## src/rtl/core/nxs_pkg.sv

```systemverilog
// shared types, constants and codes for the cross-section interpolator
package nxs_pkg;

	localparam int MAX_NUCLIDES = 16;
	localparam int MAX_POINTS   = 1024;

	localparam int NK_W   = $clog2(MAX_NUCLIDES);
	localparam int NC_W   = $clog2(MAX_NUCLIDES + 1);
	localparam int PA_W   = $clog2(MAX_POINTS);
	localparam int PC_W   = $clog2(MAX_POINTS + 1);
	localparam int E_W    = 40;
	localparam int S_W    = 32;
	localparam int KEY_W  = 16;
	localparam int MEV_W  = 11;
	localparam int QE_W   = 31;
	localparam int NUM_W  = QE_W + S_W;
	localparam int DCNT_W = $clog2(NUM_W);

	localparam logic [19:0] EV_PER_MEV = 20'd1000000;

	localparam logic [1:0] OP_START  = 2'd0;
	localparam logic [1:0] OP_APPEND = 2'd1;
	localparam logic [1:0] OP_QUERY  = 2'd2;

	localparam logic [1:0] ST_OK        = 2'd0;
	localparam logic [1:0] ST_NOT_FOUND = 2'd1;
	localparam logic [1:0] ST_FULL      = 2'd2;

	typedef struct packed {
		logic [1:0]       op;
		logic [6:0]       atomic_number;
		logic [8:0]       mass_number;
		logic [E_W-1:0]   point_energy_ev;
		logic [S_W-1:0]   point_sigma;
		logic [MEV_W-1:0] query_mev;
	} req_t;

	typedef struct packed {
		logic [S_W-1:0] sigma_out;
		logic [1:0]     status;
	} rsp_t;

	typedef enum logic [3:0] {
		S_IDLE, S_KEY, S_WALK, S_SLO, S_SHI, S_MUL, S_DIV, S_FIN, S_DONE
	} state_t;

	typedef struct packed {
		logic load;
		logic query;
		logic key_step;
		logic walk_init;
		logic walk_run;
		logic sig_lo;
		logic sig_hi;
		logic mul;
		logic div_step;
		logic fin;
		logic set_zero;
		logic set_nf;
		logic out_load;
	} cmd_t;

	typedef struct packed {
		logic key_hit;
		logic key_miss;
		logic walk_hit;
		logic walk_zero;
		logic div_done;
	} sts_t;

endpackage

```

## src/rtl/core/nxs_ctrl.sv

```systemverilog
// sequencer for loads and the query walk, divide and result hand-off
module nxs_ctrl (
	input  logic           clk,
	input  logic           arst_n,
	input  logic           req_valid,
	input  logic [1:0]     req_op,
	output logic           req_stall,
	output logic           rsp_valid,
	input  logic           rsp_stall,
	input  nxs_pkg::sts_t  sts,
	output nxs_pkg::cmd_t  cmd
);
	nxs_pkg::state_t state_q, state_d;
	logic            rsp_valid_q;
	logic            out_free;

	assign out_free  = !rsp_valid_q || !rsp_stall;
	assign rsp_valid = rsp_valid_q;

	// state and output valid registers
	always_ff @(posedge clk or negedge arst_n) begin
		if (!arst_n) begin
			state_q     <= nxs_pkg::S_IDLE;
			rsp_valid_q <= 1'b0;
		end else begin
			state_q <= state_d;
			if (cmd.out_load) begin
				rsp_valid_q <= 1'b1;
			end else if (!rsp_stall) begin
				rsp_valid_q <= 1'b0;
			end
		end
	end

	// next state and commands
	always_comb begin
		state_d   = state_q;
		cmd       = '0;
		req_stall = 1'b1;
		unique case (state_q)
			nxs_pkg::S_IDLE: begin
				req_stall = 1'b0;
				if (req_valid) begin
					if (req_op == nxs_pkg::OP_QUERY) begin
						cmd.query = 1'b1;
						state_d   = nxs_pkg::S_KEY;
					end else begin
						cmd.load = 1'b1;
						state_d  = nxs_pkg::S_DONE;
					end
				end
			end
			nxs_pkg::S_KEY: begin
				if (sts.key_miss) begin
					cmd.set_nf = 1'b1;
					state_d    = nxs_pkg::S_DONE;
				end else if (sts.key_hit) begin
					cmd.walk_init = 1'b1;
					state_d       = nxs_pkg::S_WALK;
				end else begin
					cmd.key_step = 1'b1;
				end
			end
			nxs_pkg::S_WALK: begin
				cmd.walk_run = 1'b1;
				if (sts.walk_zero) begin
					cmd.set_zero = 1'b1;
					state_d      = nxs_pkg::S_DONE;
				end else if (sts.walk_hit) begin
					state_d = nxs_pkg::S_SLO;
				end
			end
			nxs_pkg::S_SLO: begin
				cmd.sig_lo = 1'b1;
				state_d    = nxs_pkg::S_SHI;
			end
			nxs_pkg::S_SHI: begin
				cmd.sig_hi = 1'b1;
				state_d    = nxs_pkg::S_MUL;
			end
			nxs_pkg::S_MUL: begin
				cmd.mul = 1'b1;
				state_d = nxs_pkg::S_DIV;
			end
			nxs_pkg::S_DIV: begin
				cmd.div_step = 1'b1;
				if (sts.div_done) begin
					state_d = nxs_pkg::S_FIN;
				end
			end
			nxs_pkg::S_FIN: begin
				cmd.fin = 1'b1;
				state_d = nxs_pkg::S_DONE;
			end
			nxs_pkg::S_DONE: begin
				if (out_free) begin
					cmd.out_load = 1'b1;
					state_d      = nxs_pkg::S_IDLE;
				end
			end
			default: begin
				state_d = nxs_pkg::S_IDLE;
			end
		endcase
	end
endmodule

```

## config.mk

```make
export PLATFORM = sky130hd
export DESIGN_NAME = nxs_ctrl
export DESIGN_NICKNAME = d
export VERILOG_FILES = /design/src/rtl/core/nxs_pkg.sv /design/src/rtl/core/nxs_ctrl.sv
export SDC_FILE = /design/constraint.sdc
export NUM_CORES = 1
export LEC_CHECK = 0
export BUFFER_PORTS_ARGS = -buffer_cell sky130_fd_sc_hd__buf_4
export CAP_MARGIN = 0
export CORE_MARGIN = 4
export CORE_UTILIZATION = 35
export CTS_CLUSTER_DIAMETER = 200
export DETAILED_ROUTE_END_ITERATION = 10
export SLEW_MARGIN = 20
export SYNTH_ARGS = -nofsm -noshare
export SYNTH_HDL_FRONTEND = slang
export SYNTH_SLANG_ARGS = --single-unit
export TNS_END_PERCENT = 5
```

## constraint.sdc

```tcl
create_clock -name clk -period 1.6 [get_ports clk]
set_clock_uncertainty 0.15 [all_clocks]
set_input_delay 0.24 -clock clk [delete_from_list [all_inputs] [get_ports clk]]
set_output_delay 0.24 -clock clk [all_outputs]
set_load 0.02 [all_outputs]
```

==> impl_metrics.toml <==
[power_and_ir_drop]
total_power_w = 0.000916
power.net_switching_w = 0.000381
max-vdd-ir-drop_mv = 0.763
power_frac_clock = 0.156
p_leak_nw = 0.410
switching_share = 0.415
logic_gate_share_of_total_power = 0.628
internal_power_w = 0.000536
sequentialPowerShare = 0.215
pwr_density_cell_nw_per_um2 = 1100

[floorplanning]
die-height_um = 45.3
std_cell_rows = 13
core-area_um2 = 1300
initial_utilization = 0.374
die_width_um = 45.3
floorplan.die_area_um2 = 2050
io_pins = 26

[timing]
timing.fmax_mhz = 591
timing.final.crit_period_ns = 1.69
maxSlewViolCount = 0
unrepaired_setup_endpoints_after_global_routing = "true"
fin_worst_hold_slack_ns = 0.0775
post-route-worst-setup-slack_ns = -0.0933
setup-violations-final = 11
min_period_over_period = 1.06
setup-tns-final_ns = -0.497
relSlewSlack = 0.822
finalHoldViolCount = 0
worst_pin_slew_ns = 0.264

[outcome]
failed_checks = "setup timing"
outcome = "finished, violations left"

[route]
vias = 579
detail_route.wl_per_cell_um = 12.3
detail_route.drc_violations = 0
drtPass1Iterations = 4
detail_route.vias_per_cell = 5.08
drt_first_iter_violations = 7
drtAntennaViolNets = 0
wirelength_um = 1400

[cts]
htree_num_levels = 1
cts_max_path_bufs = 2
cts_buffers = 3
cts_tree = "yes"
clkTransAtPathRegs_ns = 0.04
clkSinkCount = 5
clock_insertion_delay_worst_skew_ns = 0.24
cts.root.buffer_cell = "clkbuf_4"

[worst_setup_path]
cpMaxStageDelayCell = "dfrtp_1"
required_ns = 1.21
worstPathMaxFanout = 10
end_kind = "primary output"
crit_path_cell_trace = "buf_6 > nor2_4 > nand3b_1 > a21oi_1 > buf_4"
crit_path_class = "reg -> out"
slowest_delay_ns = 0.39
cp_data_arrival_time_ns = 1.30
startpoint_type = "register"

[synthesis]
synth_nets = 74
yosysWarningCount = 0
synth.yosys.seq_area_share = 0.257
post_synthesis_instance_area_um2 = 487
synth-seq-cells = 5
syn-instance-count = 63
syn_area_per_cell_um2 = 7.73
post_synth_num_cell_types = 29

[global_routing]
gr-usage-all-layers = 0.159
via_count_of_the_first_global_routing_pass = 569
first_pass_grt_wire_length_um = 2390
grt_antenna_before_repair = 0
grt_overflow = 0
grt_start_max_net_pins = 13

[layout]
nNetsFinal = 111
num-fill-cells = 130
fraction_of_final_layout_cells_sized_beyond_drive_strength_1 = 0.505
n_antenna_cell = 0
area.growth.synth_to_final_pct = 71.5

[placed_design]
portBuffers = 25
final_weighted_congestion_in_routability_driven_placement = 0.738
place.detailed.hpwl_um = 1140

[worst_hold_path]
worst_hold_path_type = "in -> reg"

[job]
timing.max_cap.violations = 0
Yosys cell counts:
| cell type | count | area, um^2 |
|---|---|---|
| nand2_1 | 6 | 22.5 |
| inv_1 | 4 | 15.0 |
| dfrtp_1 | 5 | 125 |
| nor3_1 | 5 | 25.0 |
| o21ai_1 | 2 | 10.0 |
| nand3b_1 | 1 | 7.51 |
| nor2_2 | 2 | 12.5 |
| a31oi_1 | 1 | 6.26 |
| buf_6 | 2 | 22.5 |
| nor2b_4 | 2 | 27.5 |
| and2b_1 | 1 | 7.51 |
| o31ai_1 | 1 | 7.51 |
| nand2b_1 | 4 | 25.0 |
| and2_1 | 1 | 6.26 |
| buf_4 | 1 | 7.51 |
| a21oi_1 | 1 | 5.00 |
| buf_2 | 1 | 5.00 |
| nand3_1 | 1 | 5.00 |
| nor2b_1 | 2 | 12.5 |
| o22ai_1 | 1 | 6.26 |
| o32ai_2 | 1 | 16.3 |
| mux2i_1 | 1 | 10.0 |
| o21ai_0 | 4 | 20.0 |
| and3_1 | 3 | 18.8 |
| a211oi_2 | 1 | 12.5 |
| nor2_1 | 6 | 22.5 |
| a22oi_1 | 1 | 7.51 |
| a21oi_2 | 1 | 8.76 |
| xor2_1 | 1 | 8.76 |
through the flow:
stage                     utilization  instance area, um^2  setup slack, ns  std cells
after global placement          0.552                  718            0.118        107
after CTS                       0.632                  822          -0.0834        114
final                           0.641                  835          -0.0933        114
after detailed placement        0.552                  718           0.0975        107
after global routing            0.641                  835           -0.176        114
after floorplan                     -                  487           0.0543         63
power by group through the flow:
| stage | registers [W] | clock network (W) | logic, W |
|---|---|---|---|
| floorplan | 0.000198 | 0 | 0.000304 |
| finish | 0.000197 | 0.000143 | 0.000576 |
| detailed placement | 0.000190 | 0 | 0.000517 |
| global route | 0.000202 | 0.000163 | 0.000623 |
| CTS | 0.000193 | 0.000151 | 0.000566 |
| global placement | 0.000188 | 0 | 0.000519 |
registers in the layout (all words and copies together), names as in the netlist:
| register | count |
|---|---|
| rsp_valid | 1 |
| state_q | 4 |
worst paths after layout:
kind                            start         end  slack [ns]  cells past startpoint
hold reg to reg             rsp_valid   rsp_valid        0.42                      2
setup / recovery           state_q[1]      cmd[0]       -0.09                      5
setup reg to reg           state_q[1]  state_q[0]        0.15                      6
min in group asynchronous      arst_n   rsp_valid        0.19                      2
max in group asynchronous      arst_n  state_q[1]        1.01                      2
hold / removal                 sts[4]  state_q[0]        0.08                      2
worst max-delay path, delay by kind of cell (launching register included):
kind / cells / cell delay (ns)
AOI/OAI and AO/OA: 1 / 0.13
buffers and inverters: 2 / 0.30
DFF: 1 / 0.39
and+or+nand+nor: 2 / 0.23
layout make-up:
| class | count | area, um^2 | share of cell area |
|---|---|---|---|
| multi-input cells | 50 | 347 | 0.415 |
| repair buffers | 36 | 303 | 0.363 |
| flip-flops and latches | 5 | 125 | 0.150 |
| clock buffers | 4 | 26.3 | 0.0315 |
| well taps | 15 | 18.8 | 0.0225 |
| inverters | 4 | 15.0 | 0.0180 |
cell families after synthesis:
| kind of cell | share of synthesized area |
|---|---|
| compound gates | 0.206 |
| mux | 0.0206 |
| simple gates | 0.396 |
| xor+xnor | 0.0180 |
| flops | 0.257 |
| buf+inv | 0.103 |
timing repair:
action | CTS | global route
endpoints found under the hold margin | 5 | 0
setup buffers | 2 | 0
hold buffers | 1 | 0
pin swaps | 2 | 0
resized for setup | 12 | 3
setup endpoints to repair | 13 | 13
per-layer routing:
layer  up-vias  wire (um)  global-route usage
li1        290          -                   -
met1       264        565               0.197
met2        23        696               0.266
met3         2        123              0.0159
met4         0         17              0.0877
met5         -          0                   0
cell usage in the layout, fill, tap and decap left out:
master         synthesis  layout
nand2b_1               4       3
clkbuf_4               0       3
nand2b_4               0       1
a22oi_1                1       1
clkbuf_1               0       1
nor2_1                 6       6
nor3_2                 0       1
nand2_1                6       6
buf_6                  2       8
nor3_1                 5       4
nor2_4                 0       2
and3_4                 0       2
a21oi_2                1       1
buf_4                  1      27
nor2b_1                2       2
o22ai_1                1       1
o21ai_1                2       2
o21ai_0                4       4
and2b_1                1       1
a21oi_1                1       1
and2_4                 0       1
dlygate4sd3_1          0       1
xor2_1                 1       1
nand3b_1               1       1
a31oi_1                1       1
and3_1                 3       1
dfrtp_1                5       5
nand3_1                1       1
nor2b_4                2       2
a211oi_2               1       1
o32ai_2                1       1
mux2i_1                1       1
inv_1                  4       4
o31ai_1                1       1
(Power assumes the default switching activity.)
