<file path="src/rtl/core/nxs_pkg.sv">
// shared types, constants and codes for the cross-section interpolator
package nxs_pkg;

	localparam int MAX_NUCLIDES = 16;
	localparam int MAX_POINTS   = 1024;

	localparam int NK_W   = $clog2(MAX_NUCLIDES);
	localparam int NC_W   = $clog2(MAX_NUCLIDES + 1);
	localparam int PA_W   = $clog2(MAX_POINTS);
	localparam int PC_W   = $clog2(MAX_POINTS + 1);
	localparam int E_W    = 40;
	localparam int S_W    = 32;
	localparam int KEY_W  = 16;
	localparam int MEV_W  = 11;
	localparam int QE_W   = 31;
	localparam int NUM_W  = QE_W + S_W;
	localparam int DCNT_W = $clog2(NUM_W);

	localparam logic [19:0] EV_PER_MEV = 20'd1000000;

	localparam logic [1:0] OP_START  = 2'd0;
	localparam logic [1:0] OP_APPEND = 2'd1;
	localparam logic [1:0] OP_QUERY  = 2'd2;

	localparam logic [1:0] ST_OK        = 2'd0;
	localparam logic [1:0] ST_NOT_FOUND = 2'd1;
	localparam logic [1:0] ST_FULL      = 2'd2;

	typedef struct packed {
		logic [1:0]       op;
		logic [6:0]       atomic_number;
		logic [8:0]       mass_number;
		logic [E_W-1:0]   point_energy_ev;
		logic [S_W-1:0]   point_sigma;
		logic [MEV_W-1:0] query_mev;
	} req_t;

	typedef struct packed {
		logic [S_W-1:0] sigma_out;
		logic [1:0]     status;
	} rsp_t;

	typedef enum logic [3:0] {
		S_IDLE, S_KEY, S_WALK, S_SLO, S_SHI, S_MUL, S_DIV, S_FIN, S_DONE
	} state_t;

	typedef struct packed {
		logic load;
		logic query;
		logic key_step;
		logic walk_init;
		logic walk_run;
		logic sig_lo;
		logic sig_hi;
		logic mul;
		logic div_step;
		logic fin;
		logic set_zero;
		logic set_nf;
		logic out_load;
	} cmd_t;

	typedef struct packed {
		logic key_hit;
		logic key_miss;
		logic walk_hit;
		logic walk_zero;
		logic div_done;
	} sts_t;

endpackage

</file>
<file path="src/rtl/core/nxs_dp.sv">
// datapath: nuclide directory, point walk, multiply, serial divide, result
module nxs_dp (
	input  logic                       clk,
	input  logic                       arst_n,
	input  nxs_pkg::req_t              req,
	input  nxs_pkg::cmd_t              cmd,
	output nxs_pkg::sts_t              sts,
	output logic                       ram_we,
	output logic [nxs_pkg::PA_W-1:0]   ram_waddr,
	output logic [nxs_pkg::PA_W-1:0]   e_raddr,
	input  logic [nxs_pkg::E_W-1:0]    e_rdata,
	output logic [nxs_pkg::PA_W-1:0]   s_raddr,
	input  logic [nxs_pkg::S_W-1:0]    s_rdata,
	output nxs_pkg::rsp_t              rsp
);
	// nuclide directory
	logic [nxs_pkg::KEY_W-1:0] keys_q  [nxs_pkg::MAX_NUCLIDES];
	logic [nxs_pkg::PC_W-1:0]  start_q [nxs_pkg::MAX_NUCLIDES];
	logic [nxs_pkg::PC_W-1:0]  len_q   [nxs_pkg::MAX_NUCLIDES];
	logic [nxs_pkg::NC_W-1:0]  ncount_q;
	logic [nxs_pkg::PC_W-1:0]  pcount_q;

	// query state
	logic [nxs_pkg::KEY_W-1:0] key_q;
	logic [nxs_pkg::QE_W-1:0]  qe_q;
	logic [nxs_pkg::NC_W-1:0]  kidx_q;
	logic [nxs_pkg::PC_W-1:0]  tstart_q, tlen_q, idx_q, pidx_s1, hi_q;
	logic                      v_s1;
	logic [nxs_pkg::E_W-1:0]   prev_q, elo_q, de_q;
	logic [nxs_pkg::S_W-1:0]   s0_q;
	logic                      neg_q;
	logic [nxs_pkg::NUM_W-1:0] num_q;
	logic [nxs_pkg::E_W:0]     rem_q;
	logic [nxs_pkg::DCNT_W-1:0] dcnt_q;
	nxs_pkg::rsp_t             res_q, rsp_q;

	logic [nxs_pkg::KEY_W-1:0] req_key;
	logic                      full_n, full_p, no_tab;
	logic [nxs_pkg::E_W-1:0]   qe_ext;
	logic                      e_le, e_lt, last_pt;
	logic [nxs_pkg::QE_W-1:0]  dx;
	logic [nxs_pkg::S_W-1:0]   ds;
	logic [nxs_pkg::E_W:0]     rem_sh;
	logic                      qbit;
	logic [nxs_pkg::PC_W-1:0]  hi_abs;

	assign req_key = {req.atomic_number, req.mass_number};
	assign full_n  = ncount_q == nxs_pkg::NC_W'(nxs_pkg::MAX_NUCLIDES);
	assign full_p  = pcount_q == nxs_pkg::PC_W'(nxs_pkg::MAX_POINTS);
	assign no_tab  = ncount_q == '0;

	// point store write on a good append
	assign ram_we    = cmd.load && req.op == nxs_pkg::OP_APPEND && !no_tab && !full_p;
	assign ram_waddr = pcount_q[nxs_pkg::PA_W-1:0];

	// directory search status
	assign sts.key_miss = kidx_q >= ncount_q;
	assign sts.key_hit  = !sts.key_miss && keys_q[kidx_q[nxs_pkg::NK_W-1:0]] == key_q;

	// point walk compare on the returned energy
	assign qe_ext  = nxs_pkg::E_W'(qe_q);
	assign e_le    = qe_ext <= e_rdata;
	assign e_lt    = qe_ext < e_rdata;
	assign last_pt = pidx_s1 == tlen_q - nxs_pkg::PC_W'(1);
	assign e_raddr = nxs_pkg::PA_W'(tstart_q + idx_q);
	assign sts.walk_zero = tlen_q == '0 ||
		(v_s1 && (pidx_s1 == '0 ? (e_le || last_pt) : (!e_lt && last_pt)));
	assign sts.walk_hit  = tlen_q != '0 && v_s1 && pidx_s1 != '0 && e_lt;

	// sigma reads at the bracket
	assign hi_abs  = tstart_q + hi_q;
	assign s_raddr = cmd.sig_lo ? nxs_pkg::PA_W'(hi_abs - nxs_pkg::PC_W'(1))
		: nxs_pkg::PA_W'(hi_abs);

	// multiply operands
	assign dx = qe_q - elo_q[nxs_pkg::QE_W-1:0];
	assign ds = (s_rdata >= s0_q) ? s_rdata - s0_q : s0_q - s_rdata;

	// restoring divide step
	assign rem_sh = {rem_q[nxs_pkg::E_W-1:0], num_q[nxs_pkg::NUM_W-1]};
	assign qbit   = rem_sh >= {1'b0, de_q};
	assign sts.div_done = dcnt_q == nxs_pkg::DCNT_W'(nxs_pkg::NUM_W - 1);

	assign rsp = rsp_q;

	// control counters
	always_ff @(posedge clk or negedge arst_n) begin
		if (!arst_n) begin
			ncount_q <= '0;
			pcount_q <= '0;
			v_s1     <= 1'b0;
		end else begin
			if (cmd.load && req.op == nxs_pkg::OP_START && !full_n) begin
				ncount_q <= ncount_q + nxs_pkg::NC_W'(1);
			end
			if (ram_we) begin
				pcount_q <= pcount_q + nxs_pkg::PC_W'(1);
			end
			if (cmd.walk_init) begin
				v_s1 <= 1'b0;
			end else if (cmd.walk_run) begin
				v_s1 <= 1'b1;
			end
		end
	end

	// directory and query datapath
	always_ff @(posedge clk) begin
		if (cmd.load && req.op == nxs_pkg::OP_START && !full_n) begin
			keys_q[ncount_q[nxs_pkg::NK_W-1:0]]  <= req_key;
			start_q[ncount_q[nxs_pkg::NK_W-1:0]] <= pcount_q;
			len_q[ncount_q[nxs_pkg::NK_W-1:0]]   <= '0;
		end
		if (ram_we) begin
			len_q[nxs_pkg::NK_W'(ncount_q - nxs_pkg::NC_W'(1))] <=
				len_q[nxs_pkg::NK_W'(ncount_q - nxs_pkg::NC_W'(1))] + nxs_pkg::PC_W'(1);
		end

		// result for loads
		if (cmd.load) begin
			res_q.sigma_out <= '0;
			res_q.status    <= nxs_pkg::ST_OK;
			if (req.op == nxs_pkg::OP_START && full_n) begin
				res_q.status <= nxs_pkg::ST_FULL;
			end else if (req.op == nxs_pkg::OP_APPEND) begin
				if (no_tab) begin
					res_q.status <= nxs_pkg::ST_NOT_FOUND;
				end else if (full_p) begin
					res_q.status <= nxs_pkg::ST_FULL;
				end
			end
		end

		// query start: key and energy in ev
		if (cmd.query) begin
			key_q  <= req_key;
			qe_q   <= nxs_pkg::QE_W'(req.query_mev) * nxs_pkg::QE_W'(nxs_pkg::EV_PER_MEV);
			kidx_q <= '0;
		end
		if (cmd.key_step) begin
			kidx_q <= kidx_q + nxs_pkg::NC_W'(1);
		end

		// table walk
		if (cmd.walk_init) begin
			tstart_q <= start_q[kidx_q[nxs_pkg::NK_W-1:0]];
			tlen_q   <= len_q[kidx_q[nxs_pkg::NK_W-1:0]];
			idx_q    <= '0;
		end
		if (cmd.walk_run) begin
			idx_q   <= idx_q + nxs_pkg::PC_W'(1);
			pidx_s1 <= idx_q;
			if (v_s1) begin
				prev_q <= e_rdata;
			end
			if (sts.walk_hit) begin
				hi_q  <= pidx_s1;
				elo_q <= prev_q;
				de_q  <= e_rdata - prev_q;
			end
		end

		// bracket sigmas and product
		if (cmd.sig_hi) begin
			s0_q <= s_rdata;
		end
		if (cmd.mul) begin
			num_q  <= nxs_pkg::NUM_W'(dx) * nxs_pkg::NUM_W'(ds);
			neg_q  <= s_rdata < s0_q;
			rem_q  <= '0;
			dcnt_q <= '0;
		end
		if (cmd.div_step) begin
			rem_q  <= qbit ? rem_sh - {1'b0, de_q} : rem_sh;
			num_q  <= {num_q[nxs_pkg::NUM_W-2:0], qbit};
			dcnt_q <= dcnt_q + nxs_pkg::DCNT_W'(1);
		end

		// query results
		if (cmd.fin) begin
			res_q.sigma_out <= neg_q ? s0_q - num_q[nxs_pkg::S_W-1:0]
				: s0_q + num_q[nxs_pkg::S_W-1:0];
			res_q.status    <= nxs_pkg::ST_OK;
		end
		if (cmd.set_zero) begin
			res_q.sigma_out <= '0;
			res_q.status    <= nxs_pkg::ST_OK;
		end
		if (cmd.set_nf) begin
			res_q.sigma_out <= '0;
			res_q.status    <= nxs_pkg::ST_NOT_FOUND;
		end

		// output register
		if (cmd.out_load) begin
			rsp_q <= res_q;
		end
	end
endmodule

</file>
<file path="config.mk">
export PLATFORM = sky130hd
export DESIGN_NAME = nxs_dp
export DESIGN_NICKNAME = d
export VERILOG_FILES = /design/src/rtl/core/nxs_pkg.sv /design/src/rtl/core/nxs_dp.sv
export SDC_FILE = /design/constraint.sdc
export NUM_CORES = 2
export LEC_CHECK = 0
export BUFFER_PORTS_ARGS = -buffer_cell sky130_fd_sc_hd__buf_4
export CORE_ASPECT_RATIO = 1.2
export CORE_UTILIZATION = 50
export CTS_BUF_LIST = sky130_fd_sc_hd__clkbuf_8
export DETAILED_ROUTE_END_ITERATION = 10
export GPL_ROUTABILITY_DRIVEN = 0
export PLACE_DENSITY = 0.78
export SETUP_SLACK_MARGIN = 0.15
export SLEW_MARGIN = 15
export SYNTH_ARGS = -nofsm -noshare
export SYNTH_HDL_FRONTEND = slang
export SYNTH_SLANG_ARGS = --single-unit
</file>
<file path="constraint.sdc">
create_clock -name clk -period 14.2 [get_ports clk]
set_input_delay 0.71 -clock clk [delete_from_list [all_inputs] [get_ports clk]]
set_output_delay 0.71 -clock clk [all_outputs]
set_load 0.02 [all_outputs]
</file>
==> flow_summary.ini <==
[finish]
fill_cells = 13700
syn2layout_area_growth_pct = 9.872
multi_input_area_um2 = 50650
drive_gt1_share_pct = 11.46
layout.cells.non_filler = 10340
final_cell_area_um2 = 94880
nets = 9607
final-seq-area_um2 = 30560

[sta]
rsz0062_at_grt = false
hold_violations = 0
relSlewSlack_pct = 11.07
min_period_ns = 13.04
setup_ws_ns = 1.155
finalSetupViolCount = 0
slew_violations = 0
worst_clock_skew_ns = 0.09525
tightestPinTransition_ns = 1.333
fmax_mhz = 76.66
timing.final.crit_share_pct = 91.86
fin_tns_setup_ns = 0

[worst_setup_path]
regToRegEndpoint = num_q[59]$_DFFE_PP_
crit_required_ns = 14.90
r2r-start = elo_q[0]$_DFFE_PP_
startpoint = elo_q[0]$_DFFE_PP_
crit_top_cell = fa_1
critical_path_class = register to register
r2r_setup_slack_ns = 1.16
startpoint_type = register
reg2reg_depth = 33
path_max_fanout = 22
slowest_delay_ns = 0.95
end_kind = register
critical_path.endpoint = num_q[59]$_DFFE_PP_
worstPathArrival_ns = 13.75
slowest_stage = xor2_2

[clock_network]
clk_pin_slew_ns = 0.07
cts-root-buf = clkbuf_8
clock_path_buffers = 3
clock_latency_ns = 0.92
htreeDepth = 4
numClockSinks = 1033
cts_buffers = 167
tritoncts = built

[grt]
grt_pass1_vias = 65250
track_usage_pct = 28.28
antenna_found_initial = 27
grt_pass1_wl_um = 374700
grt.overflow.total = 0
grt_max_degree = 85

[logic_synthesis]
synth_fp_nets = 9382
netlist.area_leader.share_pct = 34.01
ys_types = 98
ys_seq_elements = 1033
ys_top_cells_by_area = edfxtp_1 (34%), fa_1 (21%), ha_1 (8.6%)
synth.avg_cell_area_um2 = 11.22
synth_edf_count = 978
synthCells = 7697
synth_flop_cell = edfxtp_1
syn-cell-area_um2 = 86350
seq_area_frac_synth_pct = 35.38
async_reset_ff_share_pct = 1.646
synth.largest_area_cell = edfxtp_1
yosysWarnings = 0

[placed_design]
placed_cell_area_um2 = 90720
dp_worst_setup_slack_ns = 1.476
port-buffer-count = 185
hpwl_um = 178800
placedCellCount = 9958

[die]
die_x_um = 381.4
core_area_um2 = 170900
ios = 258
die_y_um = 457.2
dieArea_um2 = 174400
start_util_pct = 50.52
rows = 166

[drt]
ant_nets = 0
firstDrtPassIters = 8
drt_iter0_drc = 5873
num_vias = 62070
met2WireLength_um = 117300
drc_errors = 0
wl_met1_um = 81710
wl_um = 245100
viasPerCell = 6.001
wl_met3_um = 24760
wl_per_cell_um = 23.70
maxUsedRoutingLayer = met5

[run_status]
status = finished, final reports clean

[worst_hold_path]
hp-class = input port to register

[job]
maxCapViolCount = 0
-- layout by cell type, fill, tap and decap left out, types with 36 or more instances in the layout --
cell type	synthesis	final
inv_1	1135	1187
edfxtp_1	978	978
fa_1	903	903
nand2_1	755	755
nor2_1	726	708
ha_1	594	592
a21oi_1	354	354
buf_4	24	322
mux4_2	235	235
xnor2_1	252	232
o21ai_0	214	214
clkbuf_8	0	180
a21o_1	161	161
xor2_1	124	106
nand3_1	94	94
dlygate4sd3_1	0	63
nand2b_1	51	51
nor3_1	54	51
and2_1	51	50
nand4_1	50	50
and3_1	45	45
nor2b_1	44	44
o21bai_1	41	41
a31oi_1	40	40
dfxtp_1	38	36
-- cell type report --
type / count / share of cell area (%)
repair buffers: 385 / 3.212
diodes: 13 / 0.03429
clock inverters: 129 / 1.059
inverters: 1137 / 4.498
multi-input cells: 5198 / 53.38
flip-flops and latches: 1033 / 32.21
well taps: 2268 / 2.991
clock buffers: 180 / 2.611
-- worst min-delay path by stage --
stage | startpoint | to | slack (ns) | cells past startpoint
after global placement | res_q[24]$_SDFFE_PP0P_ | rsp[24]$_DFFE_PP_ | 0.41 | 0
after CTS | req[97] | keys_q[11][14]$_DFFE_PP_ | 0.001 | 1
after floorplan | res_q[10]$_SDFFE_PP0P_ | rsp[10]$_DFFE_PP_ | 0.40 | 0
after detailed placement | res_q[7]$_SDFFE_PP0P_ | rsp[7]$_DFFE_PP_ | 0.41 | 0
final | e_rdata[32] | prev_q[32]$_DFFE_PP_ | 0.09 | 1
after global routing | e_rdata[32] | prev_q[32]$_DFFE_PP_ | 0.03 | 1
-- critical path, delay by kind of cell (launching register included) --
family | cells | cell delay (ns)
and+or+nand+nor | 6 | 1.49
AOI/OAI and AO/OA | 12 | 3.96
DFF | 1 | 0.38
buffers and inverters | 4 | 1.05
xor gates and xnor gates | 1 | 0.95
adders and majority gates | 10 | 5.01
-- cell families (layout without fill, tap and decap cells) --
| group | Yosys count | count (layout) | share of synthesized area, % |
|---|---|---|---|
| mux | 271 | 271 | 6.562 |
| buf+inv | 1466 | 1831 | 6.635 |
| simple gates | 1994 | 1994 | 10.09 |
| fa+ha+maj | 1497 | 1497 | 29.54 |
| xor+xnor | 396 | 396 | 4.203 |
| compound gates | 1040 | 1040 | 7.582 |
| flops | 1033 | 1033 | 35.38 |
| other cells | 0 | 13 | 0 |
-- per-layer routing --
metal | vias up | GRT usage, %
met1 | 30780 | 31.86
met4 | 26 | 20.63
met3 | 1232 | 7.067
met5 | - | 0.02764
li1 | 26400 | -
met2 | 3635 | 46.62
-- synthesized netlist by cell type, drive strengths merged (17+ instances only) --
master,n
nand4,50
edfxtp,978
mux4,235
clkbuf,193
nor3,54
and2,53
mux2i,25
o21ai,223
nand2,755
inv,1137
nor2b,44
a21o,161
nand2b,51
and3,45
o21bai,41
nor3b,23
buf,136
o21a,28
ha,594
or3,18
dfxtp,38
a21oi,360
nor2,726
dfrtp,17
o211ai,22
fa,903
xnor2,264
a31oi,40
nor4,24
a211oi,36
nand3,95
xor2,132
-- registers in the layout, summed over array words and instances (netlist names), 11 cells and up, named ones only --
name and count:
pidx_s1 11, rsp 34, start_q 160, idx_q 11
qe_q 25, key_q 16, len_q 176, rem_q 40
elo_q 31, s0_q 32, pcount_q 11, prev_q 40
tlen_q 11, num_q 63, keys_q 256, res_q 34
de_q 40
-- per-stage QoR --
stage / utilization [%] / hold WS, ns
6_report: 55.50 / 0.08921
5_1_grt: 55.50 / 0.03154
4_1_cts: 55.48 / 0.001351
3_5_place_dp: 53.07 / 0.4112
3_3_place_gp: 53.07 / 0.4079
2_1_floorplan: - / 0.4002
-- timing repair --
item	CTS	global route
setup buffers	0	0
hold buffers	63	0
endpoints found under the hold margin	81	0
resized for setup	0	0
Power is left out: the tool's default activity adds up to more than one toggle a clock period on the data nets, which glitch-free logic cannot reach.
